--- config.mk ---
export PLATFORM = sky130hd
export DESIGN_NAME = fifo_worklist_with_requeue
export DESIGN_NICKNAME = d
export VERILOG_FILES = /design/src/rtl/core/fwl_pkg.sv /design/src/rtl/core/fifo_worklist_with_requeue.sv
export SDC_FILE = /design/constraint.sdc
export NUM_CORES = 1
export LEC_CHECK = 0
export BUFFER_PORTS_ARGS = -buffer_cell sky130_fd_sc_hd__buf_2
export CAP_MARGIN = 10
export CORE_ASPECT_RATIO = 0.5
export CORE_MARGIN = 2
export CORE_UTILIZATION = 45
export CTS_CLUSTER_DIAMETER = 30
export DETAILED_ROUTE_END_ITERATION = 10
export PLACE_DENSITY = 0.64
export SYNTH_ARGS = -nofsm -noshare
export SYNTH_HDL_FRONTEND = slang
export SYNTH_SLANG_ARGS = --single-unit
--- constraint.sdc ---
create_clock -name clk -period 4.9 [get_ports clk]
set_input_delay 0.98 -clock clk [delete_from_list [all_inputs] [get_ports clk]]
set_output_delay 0.98 -clock clk [all_outputs]
set_load 0.02 [all_outputs]
--- src/rtl/core/fwl_pkg.sv ---
package fwl_pkg;

    // Default geometry of the worklist.
    localparam int DEPTH_DEFAULT    = 64;
    localparam int ID_WIDTH_DEFAULT = 16;

    // Widths of the command and result fields on the ports.
    localparam int ENTRY_ID_W  = 16;
    localparam int OCCUPANCY_W = 7;

    typedef enum logic [1:0] {
        OP_SELECT  = 2'd0,
        OP_PUSH    = 2'd1,
        OP_REMOVE  = 2'd2,
        OP_REQUEUE = 2'd3
    } op_t;

    typedef enum logic [1:0] {
        ST_OK        = 2'd0,
        ST_NOT_FOUND = 2'd1,
        ST_FULL      = 2'd2,
        ST_EMPTY     = 2'd3
    } status_t;

    typedef enum logic [2:0] {
        S_IDLE,
        S_SEARCH,
        S_SHIFT,
        S_FRONT,
        S_REPLY
    } state_t;

endpackage

--- src/rtl/core/fifo_worklist_with_requeue.sv ---
// Channel   Direction  Signals                           Transaction completes when
// command   in         start, opcode, entry_id           start high and busy low at clk rise
// result    out        done, front_id, status, occupancy done high (one cycle, no back-pressure)
//
// Select and push go through the front read and the reply state to the result strobe.
// Remove and requeue scan the ring through the single read port of the entry
// memory, one entry per cycle, up to the first match, and then move the later
// entries forward, one per cycle. Scan and shift together cover the held entries once.
// Reset clears the head pointer and the count; the memory needs no clearing.
// The receiver cannot stall: each result is shown for exactly one cycle, and
// a new command can be accepted in that same cycle.
module fifo_worklist_with_requeue #(
    parameter int DEPTH    = fwl_pkg::DEPTH_DEFAULT,
    parameter int ID_WIDTH = fwl_pkg::ID_WIDTH_DEFAULT
) (
    input  logic                               clk,
    input  logic                               rst_n,
    input  logic                               start,
    input  logic [1:0]                         opcode,
    input  logic [fwl_pkg::ENTRY_ID_W-1:0]     entry_id,
    output logic                               busy,
    output logic                               done,
    output logic [fwl_pkg::ENTRY_ID_W-1:0]     front_id,
    output logic [1:0]                         status,
    output logic [fwl_pkg::OCCUPANCY_W-1:0]    occupancy
);

    // Slot index width and count width (the count must hold DEPTH itself).
    localparam int AW = $clog2(DEPTH);
    localparam int CW = $clog2(DEPTH + 1);

    // Maps a position counted from the front to a physical slot in the ring.
    // The sum stays below twice the depth, so one subtract wraps it.
    function automatic logic [AW-1:0] slot_of(input logic [AW-1:0] h,
                                              input logic [CW-1:0] p);
        logic [CW:0] s;
        s = (CW+1)'(h) + (CW+1)'(p);
        if (s >= (CW+1)'(DEPTH))
        begin
            s = s - (CW+1)'(DEPTH);
        end
        return AW'(s);
    endfunction

    fwl_pkg::state_t  state_reg, state_next;
    fwl_pkg::op_t     op_reg, op_next;
    fwl_pkg::status_t stat_reg, stat_next;

    logic [ID_WIDTH-1:0] id_reg, id_next;
    logic [AW-1:0]       head_reg, head_next;
    logic [CW-1:0]       count_reg, count_next;

    // Scan and shift bookkeeping. ip is the next position to read during the
    // scan; rp and wp are the read and write positions while closing a gap;
    // pend marks a read whose data arrives in the current cycle.
    logic [CW-1:0] ip_reg, ip_next;
    logic [CW-1:0] rp_reg, rp_next;
    logic [CW-1:0] wp_reg, wp_next;
    logic          pend_reg, pend_next;

    // Result registers.
    logic                            done_reg, done_next;
    logic [fwl_pkg::ENTRY_ID_W-1:0]  front_reg, front_next;
    fwl_pkg::status_t                res_stat_reg, res_stat_next;
    logic [fwl_pkg::OCCUPANCY_W-1:0] occ_reg, occ_next;

    // Entry memory: one write port, one registered read port.
    logic [ID_WIDTH-1:0] mem [DEPTH];
    logic [ID_WIDTH-1:0] rdata_reg;
    logic                we;
    logic [AW-1:0]       waddr;
    logic [ID_WIDTH-1:0] wdata;
    logic [AW-1:0]       raddr;

    logic          match;
    logic [CW-1:0] match_pos;

    assign match     = pend_reg && (rdata_reg == id_reg);
    assign match_pos = ip_reg - CW'(1);

    always_ff @(posedge clk)
    begin
        if (we)
        begin
            mem[waddr] <= wdata;
        end
        rdata_reg <= mem[raddr];
    end

    always_ff @(posedge clk or negedge rst_n)
    begin
        if (!rst_n)
        begin
            state_reg <= fwl_pkg::S_IDLE;
        end
        else
        begin
            state_reg <= state_next;
        end
    end

    always_ff @(posedge clk or negedge rst_n)
    begin
        if (!rst_n)
        begin
            head_reg     <= '0;
            count_reg    <= '0;
            pend_reg     <= 1'b0;
            done_reg     <= 1'b0;
            front_reg    <= '0;
            res_stat_reg <= fwl_pkg::ST_OK;
            occ_reg      <= '0;
        end
        else
        begin
            head_reg     <= head_next;
            count_reg    <= count_next;
            pend_reg     <= pend_next;
            done_reg     <= done_next;
            front_reg    <= front_next;
            res_stat_reg <= res_stat_next;
            occ_reg      <= occ_next;
        end
    end

    // Working registers of the current command carry no reset.
    always_ff @(posedge clk)
    begin
        op_reg   <= op_next;
        stat_reg <= stat_next;
        id_reg   <= id_next;
        ip_reg   <= ip_next;
        rp_reg   <= rp_next;
        wp_reg   <= wp_next;
    end

    always_comb
    begin
        state_next    = state_reg;
        op_next       = op_reg;
        stat_next     = stat_reg;
        id_next       = id_reg;
        head_next     = head_reg;
        count_next    = count_reg;
        ip_next       = ip_reg;
        rp_next       = rp_reg;
        wp_next       = wp_reg;
        pend_next     = 1'b0;
        done_next     = 1'b0;
        front_next    = front_reg;
        res_stat_next = res_stat_reg;
        occ_next      = occ_reg;
        we            = 1'b0;
        waddr         = slot_of(head_reg, count_reg);
        wdata         = ID_WIDTH'(entry_id);
        raddr         = head_reg;

        unique case (state_reg)
            fwl_pkg::S_IDLE:
            begin
                if (start)
                begin
                    op_next   = fwl_pkg::op_t'(opcode);
                    id_next   = ID_WIDTH'(entry_id);
                    stat_next = fwl_pkg::ST_OK;
                    ip_next   = '0;
                    unique case (fwl_pkg::op_t'(opcode))
                        fwl_pkg::OP_SELECT:
                        begin
                            if (count_reg == '0)
                            begin
                                stat_next = fwl_pkg::ST_EMPTY;
                            end
                            state_next = fwl_pkg::S_FRONT;
                        end
                        fwl_pkg::OP_PUSH:
                        begin
                            // The push is written at once into the slot
                            // after the last entry.
                            if (count_reg == CW'(DEPTH))
                            begin
                                stat_next = fwl_pkg::ST_FULL;
                            end
                            else
                            begin
                                we         = 1'b1;
                                count_next = count_reg + CW'(1);
                            end
                            state_next = fwl_pkg::S_FRONT;
                        end
                        fwl_pkg::OP_REMOVE,
                        fwl_pkg::OP_REQUEUE:
                        begin
                            state_next = fwl_pkg::S_SEARCH;
                        end
                    endcase
                end
            end

            fwl_pkg::S_SEARCH:
            begin
                // A read is issued every cycle; its data is compared in the
                // following cycle, so the scan runs at one entry per cycle.
                raddr = slot_of(head_reg, ip_reg);
                if (match)
                begin
                    if (op_reg == fwl_pkg::OP_REMOVE && match_pos == '0)
                    begin
                        head_next  = slot_of(head_reg, CW'(1));
                        count_next = count_reg - CW'(1);
                        state_next = fwl_pkg::S_FRONT;
                    end
                    else
                    begin
                        rp_next    = match_pos + CW'(1);
                        wp_next    = match_pos;
                        state_next = fwl_pkg::S_SHIFT;
                    end
                end
                else if (ip_reg == count_reg)
                begin
                    if (!pend_reg)
                    begin
                        stat_next  = fwl_pkg::ST_NOT_FOUND;
                        state_next = fwl_pkg::S_FRONT;
                    end
                end
                else
                begin
                    ip_next   = ip_reg + CW'(1);
                    pend_next = 1'b1;
                end
            end

            fwl_pkg::S_SHIFT:
            begin
                // Each entry after the gap is read and written back one
                // place forward in the next cycle. The write position always
                // trails the read position, so the two never collide.
                raddr = slot_of(head_reg, rp_reg);
                if (pend_reg)
                begin
                    we      = 1'b1;
                    waddr   = slot_of(head_reg, wp_reg);
                    wdata   = rdata_reg;
                    wp_next = wp_reg + CW'(1);
                end
                if (rp_reg < count_reg)
                begin
                    rp_next   = rp_reg + CW'(1);
                    pend_next = 1'b1;
                end
                else if (!pend_reg)
                begin
                    // Gap closed: a requeue puts the id into the freed last
                    // slot, a remove drops that slot.
                    if (op_reg == fwl_pkg::OP_REQUEUE)
                    begin
                        we    = 1'b1;
                        waddr = slot_of(head_reg, count_reg - CW'(1));
                        wdata = id_reg;
                    end
                    else
                    begin
                        count_next = count_reg - CW'(1);
                    end
                    state_next = fwl_pkg::S_FRONT;
                end
            end

            fwl_pkg::S_FRONT:
            begin
                raddr      = head_reg;
                state_next = fwl_pkg::S_REPLY;
            end

            fwl_pkg::S_REPLY:
            begin
                done_next     = 1'b1;
                front_next    = (count_reg == '0) ? '0
                                                  : fwl_pkg::ENTRY_ID_W'(rdata_reg);
                res_stat_next = stat_reg;
                occ_next      = fwl_pkg::OCCUPANCY_W'(count_reg);
                state_next    = fwl_pkg::S_IDLE;
            end

            default:
            begin
                state_next = fwl_pkg::S_IDLE;
            end
        endcase
    end

    assign busy      = (state_reg != fwl_pkg::S_IDLE);
    assign done      = done_reg;
    assign front_id  = front_reg;
    assign status    = res_stat_reg;
    assign occupancy = occ_reg;

endmodule

==> flow_metrics.env <==
export IMPL_synth_lib_cells_used_distinct=80
export IMPL_grt_total_usage_pct=26.29
export IMPL_cts_hold_fix_buffers=0
export IMPL_timing_final_crit_share_pct=96.12
export IMPL_top_cell_type_s_share_of_synthesized_area_pct=68.49
export IMPL_finalClockSkew_ns=0.03702
export IMPL_largest_register_ff_count=1024
export IMPL_min_path_type="in2async"
export IMPL_synth_seq_area_share_pct=71.48
export IMPL_synth_area_sq_um=46650
export IMPL_worstPathRequired_ns=5.60
export IMPL_die_y_microns=231.7
export IMPL_synthSimpleGateAreaFrac_pct=12.37
export IMPL_clock_tree_from_tritoncts="yes"
export IMPL_detailed_place_hpwl_microns=87260
export IMPL_gr_usage_met3_pct=6.022
export IMPL_avgSynthCellArea_sq_um=13.22
export IMPL_antenna_found_initial=3
export IMPL_register_to_register_setup_slack_ns=0.19
export IMPL_final_wl_microns=140500
export IMPL_postSynthCellCount=3530
export IMPL_grt_pass1_wl_microns=205000
export IMPL_pwr_density_cell_nw_per_um2=773.0
export IMPL_finalCriticalPeriod_ns=4.710
export IMPL_cts_num_sinks=1123
export IMPL_firstDrtPassIters=8
export IMPL_clk_root_buffer_cell="sky130_fd_sc_hd__clkbuf_16"
export IMPL_finalCoreUtilization_pct=53.46
export IMPL_run_status="complete, no violations"
export IMPL_post_synth_top_count_cell="sky130_fd_sc_hd__edfxtp_1"
export IMPL_synth_largest_area_cell="sky130_fd_sc_hd__edfxtp_1"
export IMPL_reg2reg_from="state_reg[1]$_DFFE_PN0P_"
export IMPL_worst_pin_slew_ns=1.266
export IMPL_maxSlewHeadroom_pct=14.97
export IMPL_gr_total_overflow=0
export IMPL_worst_r2r_cell_count=18
export IMPL_start_util_pct=45.42
export IMPL_layout_setup_ws_ns=0.1899
export IMPL_registers_top_by_ff_count="mem"
export IMPL_worstSetupPathType="reg2reg"
export IMPL_yosys_warnings=0
export IMPL_cts_buffer_count=144
export IMPL_async_reset_ff_share_pct=3.829
export IMPL_via_per_inst=6.130
export IMPL_max_cap_violations=0
export IMPL_crit_path_max_fanout=39
export IMPL_ctsHtreeMaxLevel=4
export IMPL_core_sq_um=102700
export IMPL_global_route_usage_met2_pct=39.02
export IMPL_pre_cts_ws_ns=-0.02749
export IMPL_hold_worst_slack_ns=0.3954
export IMPL_antenna_violating_nets_post_route=0
export IMPL_gr_busiest_metal="met2"
export IMPL_ys_top_cells_by_count="sky130_fd_sc_hd__edfxtp_1, sky130_fd_sc_hd__nand2_1, sky130_fd_sc_hd__and3_1"
export IMPL_ir_drop_uv=495.6
export IMPL_dr_total_vias=31948
export IMPL_grt_max_degree=107
export IMPL_synth_enable_flop_cells=1064
export IMPL_fraction_of_the_mapped_netlist_area_in_compound_gates_pct=10.87
export IMPL_post_synthesis_mux_area_share_pct=0.2146
export IMPL_worstSkewPairLatency_ns=0.77
export IMPL_maximum_clock_insertion_buffer_count=3
export IMPL_dominantRegCellSynth="sky130_fd_sc_hd__edfxtp_1"
export IMPL_number_of_global_route_vias_before_repair=30186
export IMPL_worst_ep_arrival_time_ns=5.41
export IMPL_nets=3792
export IMPL_ys_top_cells_by_area="sky130_fd_sc_hd__edfxtp_1, sky130_fd_sc_hd__nand2_1, sky130_fd_sc_hd__a211oi_1"
export IMPL_r2r_end="rdata_reg[11]$_DFF_P_"
export IMPL_timing_critical_path_from_type="flip-flop"
export IMPL_drive_gt1_share_pct=15.65
export IMPL_largest_family_of_logic_cells_by_synthesized_area="simple AND/OR/NAND/NOR gates"
export IMPL_routed_wire_length_per_instance_microns=26.95
export IMPL_final_hold_viol_count=0
export IMPL_synth_adder_area_share_pct=1.084
export IMPL_max_clock_freq_mhz=212.3
export IMPL_timing_critical_path_to_type="flip-flop"
export IMPL_area_delta_synth_final_pct=17.70
export IMPL_setup_violations=0
export IMPL_layout_filler_cells=8296
export IMPL_chipWidth_microns=459.3
export IMPL_power_leakage_nw=19.43
export IMPL_met1_usage_pct=38.15
export IMPL_ys_seq_elements=1123
export IMPL_cts_reportedPaths_clkPinSlew_ns=0.06
export IMPL_synth_xor_area_share_pct=1.480
export IMPL_antenna_cells=0
export IMPL_detail_route_iter0_violations=4589
export IMPL_placementRows=83
export IMPL_gp_congestion=0.9689
export IMPL_io_pins=48
export IMPL_remaining_drc_errors=0
export IMPL_fp_dieArea_sq_um=106400
export IMPL_count_of_port_buffers_added_during_placement=47
export IMPL_synth_nets=3589
export IMPL_timing_max_transition_violations_final=0
-- metal layers --
metal,part of all wire [%],wire length (microns)
met5,0,0
met4,2.9,4013
met3,12,16210
met2,44,62290
met1,41,57960
-- repair_timing --
item	CTS	global route
pin swaps	0	1
endpoints found under the hold margin	0	0
resized for setup	1	6
endpoints found under the setup margin	1	89
setup buffers	0	3
-- where the power goes --
group | leakage [nW] | switching (mW) | internal [mW]
clock | 2.36 | 4.19 | 6.38
sequential | 10.3 | 0.546 | 12.0
combinational | 6.75 | 13.3 | 6.07
total | 19.4 | 18.0 | 24.4
-- how the worst max path moves through the flow --
stage / startpoint / endpoint / slack [ns] / cells after the start
finish: state_reg[1]$_DFFE_PN0P_ / rdata_reg[11]$_DFF_P_ / 0.19 / 18
global route: state_reg[1]$_DFFE_PN0P_ / rdata_reg[11]$_DFF_P_ / -0.01 / 18
CTS: state_reg[1]$_DFFE_PN0P_ / rdata_reg[10]$_DFF_P_ / 0.02 / 17
detailed placement: state_reg[1]$_DFFE_PN0P_ / rdata_reg[11]$_DFF_P_ / -0.03 / 18
global placement: state_reg[1]$_DFFE_PN0P_ / rdata_reg[10]$_DFF_P_ / 0.03 / 17
floorplan: count_reg[3]$_DFFE_PN0P_ / mem[0][10]$_DFFE_PP_ / 0.11 / 10
-- placed cells by master (no fill, tap or decap), types with 13 or more instances in the layout --
cell	count
sky130_fd_sc_hd__a211oi_1	181
sky130_fd_sc_hd__a21oi_1	49
sky130_fd_sc_hd__a21oi_4	16
sky130_fd_sc_hd__a22o_1	24
sky130_fd_sc_hd__a311oi_1	21
sky130_fd_sc_hd__a31o_2	24
sky130_fd_sc_hd__a31oi_1	143
sky130_fd_sc_hd__a32oi_1	22
sky130_fd_sc_hd__and3_1	193
sky130_fd_sc_hd__buf_12	30
sky130_fd_sc_hd__buf_2	47
sky130_fd_sc_hd__buf_4	219
sky130_fd_sc_hd__clkbuf_16	152
sky130_fd_sc_hd__clkinv_1	14
sky130_fd_sc_hd__clkinv_2	24
sky130_fd_sc_hd__clkinvlp_4	13
sky130_fd_sc_hd__dfrtp_1	42
sky130_fd_sc_hd__dfxtp_1	16
sky130_fd_sc_hd__edfxtp_1	1064
sky130_fd_sc_hd__ha_1	34
sky130_fd_sc_hd__inv_1	30
sky130_fd_sc_hd__inv_6	18
sky130_fd_sc_hd__nand2_1	724
sky130_fd_sc_hd__nand3_1	174
sky130_fd_sc_hd__nand4_1	24
sky130_fd_sc_hd__nor2_1	120
sky130_fd_sc_hd__nor3_1	15
sky130_fd_sc_hd__o21ai_0	43
sky130_fd_sc_hd__o22ai_1	80
sky130_fd_sc_hd__o41ai_1	13
sky130_fd_sc_hd__xnor2_1	42
sky130_fd_sc_hd__xor2_1	34
-- critical path: stages (launching register included) --
cell and delay [ns]:
sky130_fd_sc_hd__dfrtp_2 0.47, sky130_fd_sc_hd__inv_1 0.10, sky130_fd_sc_hd__or3_1 0.34, sky130_fd_sc_hd__nand2_1 0.11
sky130_fd_sc_hd__nand2_1 0.07, sky130_fd_sc_hd__ha_1 0.21, sky130_fd_sc_hd__inv_1 0.09, sky130_fd_sc_hd__fa_1 0.50
sky130_fd_sc_hd__nor2b_1 0.22, sky130_fd_sc_hd__and2_1 0.23, sky130_fd_sc_hd__nor2_4 0.28, sky130_fd_sc_hd__buf_12 0.24
sky130_fd_sc_hd__buf_12 0.26, sky130_fd_sc_hd__nand2_1 0.10, sky130_fd_sc_hd__a31oi_2 0.44, sky130_fd_sc_hd__o22ai_1 0.25
sky130_fd_sc_hd__o41ai_2 0.41, sky130_fd_sc_hd__buf_4 0.17, sky130_fd_sc_hd__o41a_1 0.14
-- per-stage QoR --
step           instances  instance area [sq um]  total power [mW]  setup TNS (ns)
6_report            5212                  54910             42.45               0
5_1_grt             5212                  54910             44.07        -0.01205
4_1_cts             5209                  54860             42.11               0
3_5_place_dp        4944                  50010             31.51        -0.02749
3_3_place_gp        4944                  50010             31.30               0
2_1_floorplan       3530                  46650             23.47               0
-- cell type report --
class / count / area (sq um) / area share (%)
clock buffer: 166 / 3876 / 7.059
inverter: 31 / 116.4 / 0.2119
sequential: 1123 / 33350 / 60.73
tap: 1360 / 1702 / 3.099
clock inverter: 99 / 968.4 / 1.764
multi-input combinational: 2136 / 12410 / 22.60
timing repair buffer: 297 / 2491 / 4.537
-- cells by family after synthesis --
group,count (synthesis)
AO/OA/AOI/OAI,717
XOR/XNOR,78
adder cells (fa/ha/maj),38
buffers and inverters,271
flip-flops,1123
multiplexers,10
AND/OR/NAND/NOR,1293
Note: power is estimated with default switching activity, not from simulation.
